$ cat src/hdl/npa_pkg.sv
package npa_pkg;

   // pool geometry
   localparam int MAX_IDS    = 1024;
   localparam int WORD_W     = 32;
   localparam int NUM_WORDS  = MAX_IDS / WORD_W;
   localparam int BIT_IDX_W  = $clog2(WORD_W);
   localparam int ROW_W      = $clog2(NUM_WORDS);

   // transaction field widths
   localparam int OPCODE_W   = 2;
   localparam int NUMBER_W   = 10;
   localparam int STATUS_W   = 3;
   localparam int COUNT_W    = 11;
   localparam int CSR_ADDR_W = 2;
   localparam int CSR_DATA_W = 32;

   localparam logic [COUNT_W-1:0] MAX_IDS_CNT = COUNT_W'(MAX_IDS);
   localparam logic [COUNT_W-1:0] POOL_SIZE_RESET = COUNT_W'(1024);

   // register addresses
   localparam logic [CSR_ADDR_W-1:0] ADDR_POOL_SIZE = 2'd0;

   // opcodes
   localparam logic [OPCODE_W-1:0] OP_GET     = 2'd0;
   localparam logic [OPCODE_W-1:0] OP_CHECK   = 2'd1;
   localparam logic [OPCODE_W-1:0] OP_RELEASE = 2'd2;

   // result status codes
   localparam logic [STATUS_W-1:0] ST_GRANTED      = 3'd0;
   localparam logic [STATUS_W-1:0] ST_NONE_FREE    = 3'd1;
   localparam logic [STATUS_W-1:0] ST_IS_FREE      = 3'd2;
   localparam logic [STATUS_W-1:0] ST_IN_USE       = 3'd3;
   localparam logic [STATUS_W-1:0] ST_RELEASED     = 3'd4;
   localparam logic [STATUS_W-1:0] ST_ALREADY_FREE = 3'd5;
   localparam logic [STATUS_W-1:0] ST_OUT_OF_RANGE = 3'd6;

   // controller to datapath commands
   typedef struct packed {
      logic capture;
      logic execute;
      logic clear;
   } npa_cmd_type;

   // pool size written to the register, saturated to the capacity
   function automatic logic [COUNT_W-1:0] effective_size(input logic [COUNT_W-1:0] size);
      effective_size = (size > MAX_IDS_CNT) ? MAX_IDS_CNT : size;
   endfunction

endpackage

$ cat src/hdl/number_pool_allocator_core.sv
// Identifier pool allocator: hands out the lowest free identifier below the
// pool size (get), reports whether an identifier is free (check) and frees an
// identifier in use (release). In every transaction the cycle that accepts
// it reads one 32-bit word of the bitmap memory, chosen by a summary of full
// words for a get, and the next cycle resolves the request and writes the
// word back while busy is high. The result appears on the rsp_ ports for
// exactly one cycle, marked by rsp_strobe, the cycle after busy; it cannot be
// held off, and a new transaction may be started in that same cycle, so
// transactions can run back to back; none is accepted while busy. Writing
// pool_size (bits 10:0 kept; 1025-2047 count as 1024) frees the whole pool at
// once, with no clearing pass; rsp_free_count is the count after a transaction.
module number_pool_allocator_core
   import npa_pkg::*;
(
   input  logic                  clock,
   input  logic                  reset,
   input  logic                  start,
   output logic                  busy,
   input  logic [OPCODE_W-1:0]   req_opcode,
   input  logic [NUMBER_W-1:0]   req_number,
   output logic                  rsp_strobe,
   output logic [STATUS_W-1:0]   rsp_status,
   output logic [NUMBER_W-1:0]   rsp_granted_number,
   output logic [COUNT_W-1:0]    rsp_free_count,
   input  logic                  psel,
   input  logic                  penable,
   input  logic                  pwrite,
   input  logic [CSR_ADDR_W-1:0] paddr,
   input  logic [CSR_DATA_W-1:0] pwdata,
   output logic [CSR_DATA_W-1:0] prdata,
   output logic                  pready
);

   npa_cmd_type cmd;

   // sequencing
   npa_ctrl u_ctrl (
      .clock   (clock),
      .reset   (reset),
      .start   (start),
      .psel    (psel),
      .penable (penable),
      .pwrite  (pwrite),
      .paddr   (paddr),
      .busy    (busy),
      .cmd     (cmd)
   );

   // bitmap, counters and result registers
   npa_dpath u_dpath (
      .clock              (clock),
      .reset              (reset),
      .cmd                (cmd),
      .req_opcode         (req_opcode),
      .req_number         (req_number),
      .pwdata             (pwdata),
      .prdata             (prdata),
      .rsp_strobe         (rsp_strobe),
      .rsp_status         (rsp_status),
      .rsp_granted_number (rsp_granted_number),
      .rsp_free_count     (rsp_free_count)
   );

   assign pready = 1'b1;

endmodule

$ cat src/hdl/npa_ram.sv
module npa_ram #(
   parameter int WIDTH = 32,
   parameter int DEPTH = 32
) (
   input  logic                     clock,
   input  logic                     wr_en,
   input  logic [$clog2(DEPTH)-1:0] wr_addr,
   input  logic [WIDTH-1:0]         wr_data,
   input  logic                     rd_en,
   input  logic [$clog2(DEPTH)-1:0] rd_addr,
   output logic [WIDTH-1:0]         rd_data
);

   logic [WIDTH-1:0] mem_ff [DEPTH];
   logic [WIDTH-1:0] rd_data_ff;

   // one write port, one registered read port
   always_ff @(posedge clock) begin
      if (wr_en) begin
         mem_ff[wr_addr] <= wr_data;
      end
      if (rd_en) begin
         rd_data_ff <= mem_ff[rd_addr];
      end
   end

   assign rd_data = rd_data_ff;

endmodule

$ cat src/hdl/npa_ctrl.sv
module npa_ctrl
   import npa_pkg::*;
(
   input  logic                  clock,
   input  logic                  reset,
   input  logic                  start,
   input  logic                  psel,
   input  logic                  penable,
   input  logic                  pwrite,
   input  logic [CSR_ADDR_W-1:0] paddr,
   output logic                  busy,
   output npa_cmd_type           cmd
);

   localparam logic ST_IDLE = 1'b0;
   localparam logic ST_EXEC = 1'b1;

   logic state_ff;
   logic state_in;
   logic accept;

   assign accept = start && (state_ff == ST_IDLE);

   // two-step sequence: read the bitmap word, then resolve and write back
   always_comb begin
      state_in = state_ff;
      case (state_ff)
         ST_IDLE: begin
            if (accept) begin
               state_in = ST_EXEC;
            end
         end
         ST_EXEC: state_in = ST_IDLE;
         default: state_in = ST_IDLE;
      endcase
   end

   always_ff @(posedge clock) begin
      if (reset) begin
         state_ff <= ST_IDLE;
      end else begin
         state_ff <= state_in;
      end
   end

   // command decode
   always_comb begin
      cmd.capture = accept;
      cmd.execute = (state_ff == ST_EXEC);
      cmd.clear   = psel && penable && pwrite && (paddr == ADDR_POOL_SIZE);
   end

   assign busy = (state_ff == ST_EXEC);

endmodule

$ cat src/hdl/npa_dpath.sv
module npa_dpath
   import npa_pkg::*;
(
   input  logic                  clock,
   input  logic                  reset,
   input  npa_cmd_type           cmd,
   input  logic [OPCODE_W-1:0]   req_opcode,
   input  logic [NUMBER_W-1:0]   req_number,
   input  logic [CSR_DATA_W-1:0] pwdata,
   output logic [CSR_DATA_W-1:0] prdata,
   output logic                  rsp_strobe,
   output logic [STATUS_W-1:0]   rsp_status,
   output logic [NUMBER_W-1:0]   rsp_granted_number,
   output logic [COUNT_W-1:0]    rsp_free_count
);

   // configuration and pool state
   logic [COUNT_W-1:0]   pool_size_ff;
   logic [COUNT_W-1:0]   free_total_ff;
   logic [COUNT_W-1:0]   free_total_in;
   logic [NUM_WORDS-1:0] row_valid_ff;
   logic [NUM_WORDS-1:0] word_full_ff;
   logic [COUNT_W-1:0]   eff_size;

   // captured transaction
   logic [OPCODE_W-1:0]  op_ff;
   logic [BIT_IDX_W-1:0] bit_ff;
   logic [ROW_W-1:0]     row_ff;
   logic                 row_valid_rd_ff;
   logic                 in_range_ff;

   // result registers
   logic                 strobe_ff;
   logic [STATUS_W-1:0]  status_ff;
   logic [STATUS_W-1:0]  status_in;
   logic [NUMBER_W-1:0]  granted_ff;
   logic [NUMBER_W-1:0]  granted_in;

   // lookup and write-back signals
   logic [ROW_W-1:0]     open_row;
   logic [ROW_W-1:0]     rd_row;
   logic [WORD_W-1:0]    rd_word;
   logic [WORD_W-1:0]    cur_word;
   logic [BIT_IDX_W-1:0] free_bit;
   logic [WORD_W-1:0]    new_word;
   logic                 wr_en;

   assign eff_size = effective_size(pool_size_ff);

   // lowest word of the summary that still has a free bit
   always_comb begin
      open_row = '0;
      for (int w = NUM_WORDS - 1; w >= 0; w--) begin
         if (!word_full_ff[w]) begin
            open_row = ROW_W'(w);
         end
      end
   end

   assign rd_row = (req_opcode == OP_GET) ? open_row : req_number[NUMBER_W-1 -: ROW_W];

   npa_ram #(
      .WIDTH (WORD_W),
      .DEPTH (NUM_WORDS)
   ) u_bitmap (
      .clock   (clock),
      .wr_en   (wr_en),
      .wr_addr (row_ff),
      .wr_data (new_word),
      .rd_en   (cmd.capture),
      .rd_addr (rd_row),
      .rd_data (rd_word)
   );

   // capture the transaction alongside the bitmap read
   always_ff @(posedge clock) begin
      if (cmd.capture) begin
         op_ff           <= req_opcode;
         bit_ff          <= req_number[BIT_IDX_W-1:0];
         row_ff          <= rd_row;
         row_valid_rd_ff <= row_valid_ff[rd_row];
         in_range_ff     <= {1'b0, req_number} < eff_size;
      end
   end

   // a word never written since the last clear reads as all free
   assign cur_word = row_valid_rd_ff ? rd_word : '0;

   // lowest free bit in the word
   always_comb begin
      free_bit = '0;
      for (int b = WORD_W - 1; b >= 0; b--) begin
         if (!cur_word[b]) begin
            free_bit = BIT_IDX_W'(b);
         end
      end
   end

   // resolve the request and the bitmap update
   always_comb begin
      status_in     = ST_OUT_OF_RANGE;
      granted_in    = '0;
      free_total_in = free_total_ff;
      new_word      = cur_word;
      wr_en         = 1'b0;
      case (op_ff)
         OP_GET: begin
            if (free_total_ff == '0) begin
               status_in = ST_NONE_FREE;
            end else begin
               status_in          = ST_GRANTED;
               granted_in         = {row_ff, free_bit};
               new_word[free_bit] = 1'b1;
               free_total_in      = free_total_ff - COUNT_W'(1);
               wr_en              = cmd.execute;
            end
         end
         OP_CHECK: begin
            if (in_range_ff) begin
               status_in = cur_word[bit_ff] ? ST_IN_USE : ST_IS_FREE;
            end
         end
         OP_RELEASE: begin
            if (in_range_ff) begin
               if (cur_word[bit_ff]) begin
                  status_in        = ST_RELEASED;
                  new_word[bit_ff] = 1'b0;
                  free_total_in    = free_total_ff + COUNT_W'(1);
                  wr_en            = cmd.execute;
               end else begin
                  status_in = ST_ALREADY_FREE;
               end
            end
         end
         default: status_in = ST_OUT_OF_RANGE;
      endcase
   end

   // pool state: a size write clears the pool at once
   always_ff @(posedge clock) begin
      if (reset) begin
         pool_size_ff  <= POOL_SIZE_RESET;
         free_total_ff <= effective_size(POOL_SIZE_RESET);
         row_valid_ff  <= '0;
         word_full_ff  <= '0;
      end else if (cmd.clear) begin
         pool_size_ff  <= pwdata[COUNT_W-1:0];
         free_total_ff <= effective_size(pwdata[COUNT_W-1:0]);
         row_valid_ff  <= '0;
         word_full_ff  <= '0;
      end else if (wr_en) begin
         free_total_ff        <= free_total_in;
         row_valid_ff[row_ff] <= 1'b1;
         word_full_ff[row_ff] <= &new_word;
      end
   end

   // result strobe
   always_ff @(posedge clock) begin
      if (reset) begin
         strobe_ff <= 1'b0;
      end else begin
         strobe_ff <= cmd.execute;
      end
   end

   // result payload
   always_ff @(posedge clock) begin
      if (cmd.execute) begin
         status_ff  <= status_in;
         granted_ff <= granted_in;
      end
   end

   assign rsp_strobe         = strobe_ff;
   assign rsp_status         = status_ff;
   assign rsp_granted_number = granted_ff;
   assign rsp_free_count     = free_total_ff;
   assign prdata             = {{(CSR_DATA_W - COUNT_W){1'b0}}, pool_size_ff};

endmodule
$ cat config.mk
export PLATFORM = sky130hd
export DESIGN_NAME = number_pool_allocator_core
export DESIGN_NICKNAME = d
export VERILOG_FILES = /design/src/hdl/npa_pkg.sv /design/src/hdl/number_pool_allocator_core.sv /design/src/hdl/npa_ram.sv /design/src/hdl/npa_ctrl.sv /design/src/hdl/npa_dpath.sv
export SDC_FILE = /design/constraint.sdc
export NUM_CORES = 2
export LEC_CHECK = 0
export BUFFER_PORTS_ARGS = -buffer_cell sky130_fd_sc_hd__buf_4
export CORE_ASPECT_RATIO = 1.1
export CORE_MARGIN = 5
export CORE_UTILIZATION = 65
export DETAILED_ROUTE_END_ITERATION = 8
export GPL_ROUTABILITY_DRIVEN = 0
export MAX_ROUTING_LAYER = met4
export PLACE_DENSITY_LB_ADDON = 0.1
export SKIP_CTS_REPAIR_TIMING = 1
export SLEW_MARGIN = 20
export SYNTH_ARGS = -nofsm -noshare
export SYNTH_HDL_FRONTEND = slang
export SYNTH_SLANG_ARGS = --single-unit
$ cat constraint.sdc
create_clock -name clock -period 8.4 [get_ports clock]
set_clock_uncertainty 0.1 [all_clocks]
set_input_delay 2.1 -clock clock [delete_from_list [all_inputs] [get_ports clock]]
set_output_delay 2.1 -clock clock [all_outputs]
set_load 0.01 [all_outputs]
==> out/qor.yml <==
ir_drop_mv: 0.185
port_buffers: 67
p_int_uw: 9640
path_clk_slew_ns: 0.07
fin_crit_sh: 0.662
grt_max_degree: 100
path_buf_inv: 2
hold_path.class: "reg -> reg"
crit_chain: "buf_4, nand3_1, nor3_1, o211ai_1, a31o_1, nor2b_1, nand3_1, a22oi_2, buf_8, nor4b_4, nand4_4, o21ai_0"
critPathMaxFanout: 33
viasPerCell: 6.80
dp_hpwl_um: 67700
critical_path_class: "reg -> reg"
drv_cap: 0
dr.first_iter.drc_count: 4607
violations: "design-rule violations"
power.total_uw: 12400
grt-ovfl-total: 0
relSlewSlack: 0.240
worst_setup_path_end_kind: "flop"
syn_area_per_cell_um2: 13.9
rsz0062_at_grt: "false"
htreeDepth: 3
required_ns: 8.89
multi_input_area_um2: 13500
grt_pass1_wl_um: 191000
worst-slew-pin-transition_ns: 1.14
fin_util: 0.725
die_area_um2: 80500
numCtsBuffers: 110
grt_pass1_vias: 30400
fp.dieH_um: 297
syn_to_final_growth_pct: 11.0
start_kind: "flop"
setup_viol: 0
drv_slew: 0
grtUsageTotal: 0.328
switchingPower_uw: 2780
syn_area_um2: 48700
ios: 111
switching_share: 0.224
power_density_nw_per_um2: 230
drc: 2
clock_latency_ns: 0.68
fin_nets: 3614
hold_viol_final: 0
start_util: 0.653
core.rowCount: 105
ys_seq_area_frac: 0.704
fmax_ghz: 0.180
p_seq_frac: 0.526
period_needed_ns: 5.56
finalSetupTns_ns: 0
antenna_found_initial: 1
outcome: "complete, but fails checks"
dr_total_vias: 31300
core-area_um2: 74500
clock_path_buffers: 3
yosys_most_used_dff: "edfxtp_1"
fillers: 4644
critPathTopFamily: "simple AND/OR/NAND/NOR gates"
async_flop_share: 0
p_leak_uw: 0.0180
die_w_um: 271
wl_per_cell_um: 28.2
postRouteAntennaNets: 0
combPwrFrac: 0.070
wl_um: 130000
clock_sinks: 1171
clkPwrFrac: 0.404
cts_tree: "built"
clockRootBuffer: "clkbuf_16"
critPathSlowestCell: "edfxtp_1"
ys_types: 83
post_route_cells_drive_above_1_share: 0.160
synth_edf_count: 1083
yosysWarnings: 0
path_common_cell: "nand3_1"
crit_path_max_incr_delay_ns: 0.76
synth_cells: 3501
drt-pass1-iter-count: 8
ys_seq_elements: 1171
cp.arrival_ns: 6.04
regArea_um2: 34300
worst register-to-register path: stages, from the launching register on:
cell	delay (ns)
edfxtp_1	0.76
buf_4	0.44
nand3_1	0.23
nor3_1	0.31
o211ai_1	0.22
a31o_1	0.31
nor2b_1	0.63
nand3_1	0.18
a22oi_2	0.63
buf_8	0.25
nor4b_4	0.26
nand4_4	0.69
o21ai_0	0.46
cells by family after synthesis:
family / synth area share
flip-flops: 0.704
adder cells (fa/ha/maj): 0.00504
AND/OR/NAND/NOR: 0.116
XOR/XNOR: 0.00180
buffers and inverters: 0.0270
multiplexers: 0.0653
AO/OA/AOI/OAI: 0.0803
other: 0.000154
synthesized netlist by cell type (4+ instances only):
| cell type | count | area [um2] |
|---|---|---|
| edfxtp_1 | 1083 | 32500 |
| nor2_1 | 459 | 1720 |
| nand2_1 | 376 | 1410 |
| nand3_1 | 198 | 991 |
| a21oi_1 | 188 | 941 |
| o21ai_0 | 151 | 756 |
| mux4_2 | 138 | 3110 |
| clkbuf_1 | 121 | 454 |
| dfxtp_1 | 88 | 1760 |
| a22oi_1 | 77 | 578 |
| buf_2 | 71 | 355 |
| and3_1 | 48 | 300 |
| inv_1 | 47 | 176 |
| nand4_1 | 40 | 250 |
| nor4_1 | 39 | 244 |
| o21a_1 | 36 | 270 |
| o41ai_1 | 33 | 289 |
| o21ai_2 | 30 | 263 |
| buf_4 | 28 | 210 |
| ha_1 | 18 | 225 |
| nand2b_1 | 15 | 93.8 |
| nor2b_1 | 15 | 93.8 |
| a21o_1 | 14 | 105 |
| a32oi_1 | 13 | 114 |
| nor3_1 | 13 | 65.1 |
| and2_1 | 12 | 75.1 |
| a31oi_1 | 10 | 62.6 |
| buf_1 | 10 | 37.5 |
| a211oi_1 | 9 | 67.6 |
| xnor2_1 | 8 | 70.1 |
| buf_6 | 6 | 67.6 |
| o31ai_1 | 6 | 45.0 |
| or2_2 | 6 | 37.5 |
| and4_1 | 5 | 43.8 |
| o21ai_1 | 5 | 25.0 |
| o21bai_1 | 5 | 37.5 |
| or3_1 | 5 | 31.3 |
| o211ai_1 | 4 | 30.0 |
| o221ai_1 | 4 | 35.0 |
area by class of cell:
class                      instances  area share
antenna                            2   0.0000926
timing repair buffer             147      0.0225
inverter                          49     0.00354
clock buffer                     139      0.0561
multi-input combinational       2064       0.249
clock inverter                    64      0.0116
tap                              963      0.0223
sequential                      1171       0.635
layer usage:
layer	GRT usage	up-vias	wire length, um
li1	-	13300	-
met1	0.447	15400	48300
met2	0.494	2097	60400
met3	0.0609	432	14600
met4	0.143	0	6590
met5	-	-	0
worst paths after layout:
kind | start | endpoint | slack [ns] | depth (start not counted)
min | u_dpath.row_valid_ff[13] | u_dpath.row_valid_ff[13] | 0.37 | 1
max | u_dpath.row_valid_rd_ff | u_dpath.word_full_ff[31] | 2.84 | 12
max reg2reg | u_dpath.row_valid_rd_ff | u_dpath.word_full_ff[31] | 2.84 | 12
min reg2reg | u_dpath.row_valid_ff[13] | u_dpath.row_valid_ff[13] | 0.37 | 1
power groups by stage:
| stage | Combinational (uW) | Sequential [uW] | Clock [uW] |
|---|---|---|---|
| after CTS | 848 | 6530 | 5050 |
| after global placement | 812 | 6650 | 0 |
| after detailed placement | 843 | 6650 | 0 |
| final | 871 | 6530 | 5020 |
| after floorplan | 578 | 6630 | 0 |
| after global routing | 936 | 6530 | 5320 |
stage by stage:
step	hold slack, ns	setup WS, ns	cell area [um2]	instances
3_3_place_gp	0.341	2.39	50200	4391
5_1_grt	0.386	2.57	54000	4598
6_report	0.367	2.84	54000	4599
3_5_place_dp	0.353	2.33	50200	4392
2_1_floorplan	0.335	3.57	48800	3521
4_1_cts	0.368	2.68	53900	4595
state kept, by name, summed over array words and instances, names as in the netlist:
signal / count
u_dpath.rsp_free_count: 11
u_ctrl.busy: 1
u_dpath.in_range_ff: 1
u_dpath.row_ff: 5
u_dpath.rsp_status: 3
u_dpath.rsp_strobe: 1
u_dpath.bit_ff: 5
u_dpath.row_valid_ff: 32
u_dpath.op_ff: 2
u_dpath.rsp_granted_number: 10
u_dpath.row_valid_rd_ff: 1
u_dpath.u_bitmap.rd_data: 32
u_dpath.u_bitmap.mem_ff: 1024
u_dpath.word_full_ff: 32
u_dpath.pool_size_ff: 11
placed cells by master (no fill, tap or decap), types with 14 or more instances in the layout:
master,synthesis,routed
a21o_1,14,14
a21oi_1,188,169
a22oi_1,77,76
and3_1,48,48
buf_4,28,137
clkbuf_1,121,19
clkbuf_16,0,116
clkinv_1,0,18
clkinv_2,0,24
conb_1,2,22
dfxtp_1,88,88
edfxtp_1,1083,1083
ha_1,18,18
inv_1,47,23
inv_2,2,25
mux4_2,138,138
nand2_1,376,375
nand3_1,198,198
nand4_1,40,40
nor2_1,459,450
nor2b_1,15,14
nor4_1,39,39
o21a_1,36,34
o21ai_0,151,151
o21ai_2,30,31
o41ai_1,33,33
Note: power is estimated with default switching activity, not from simulation.
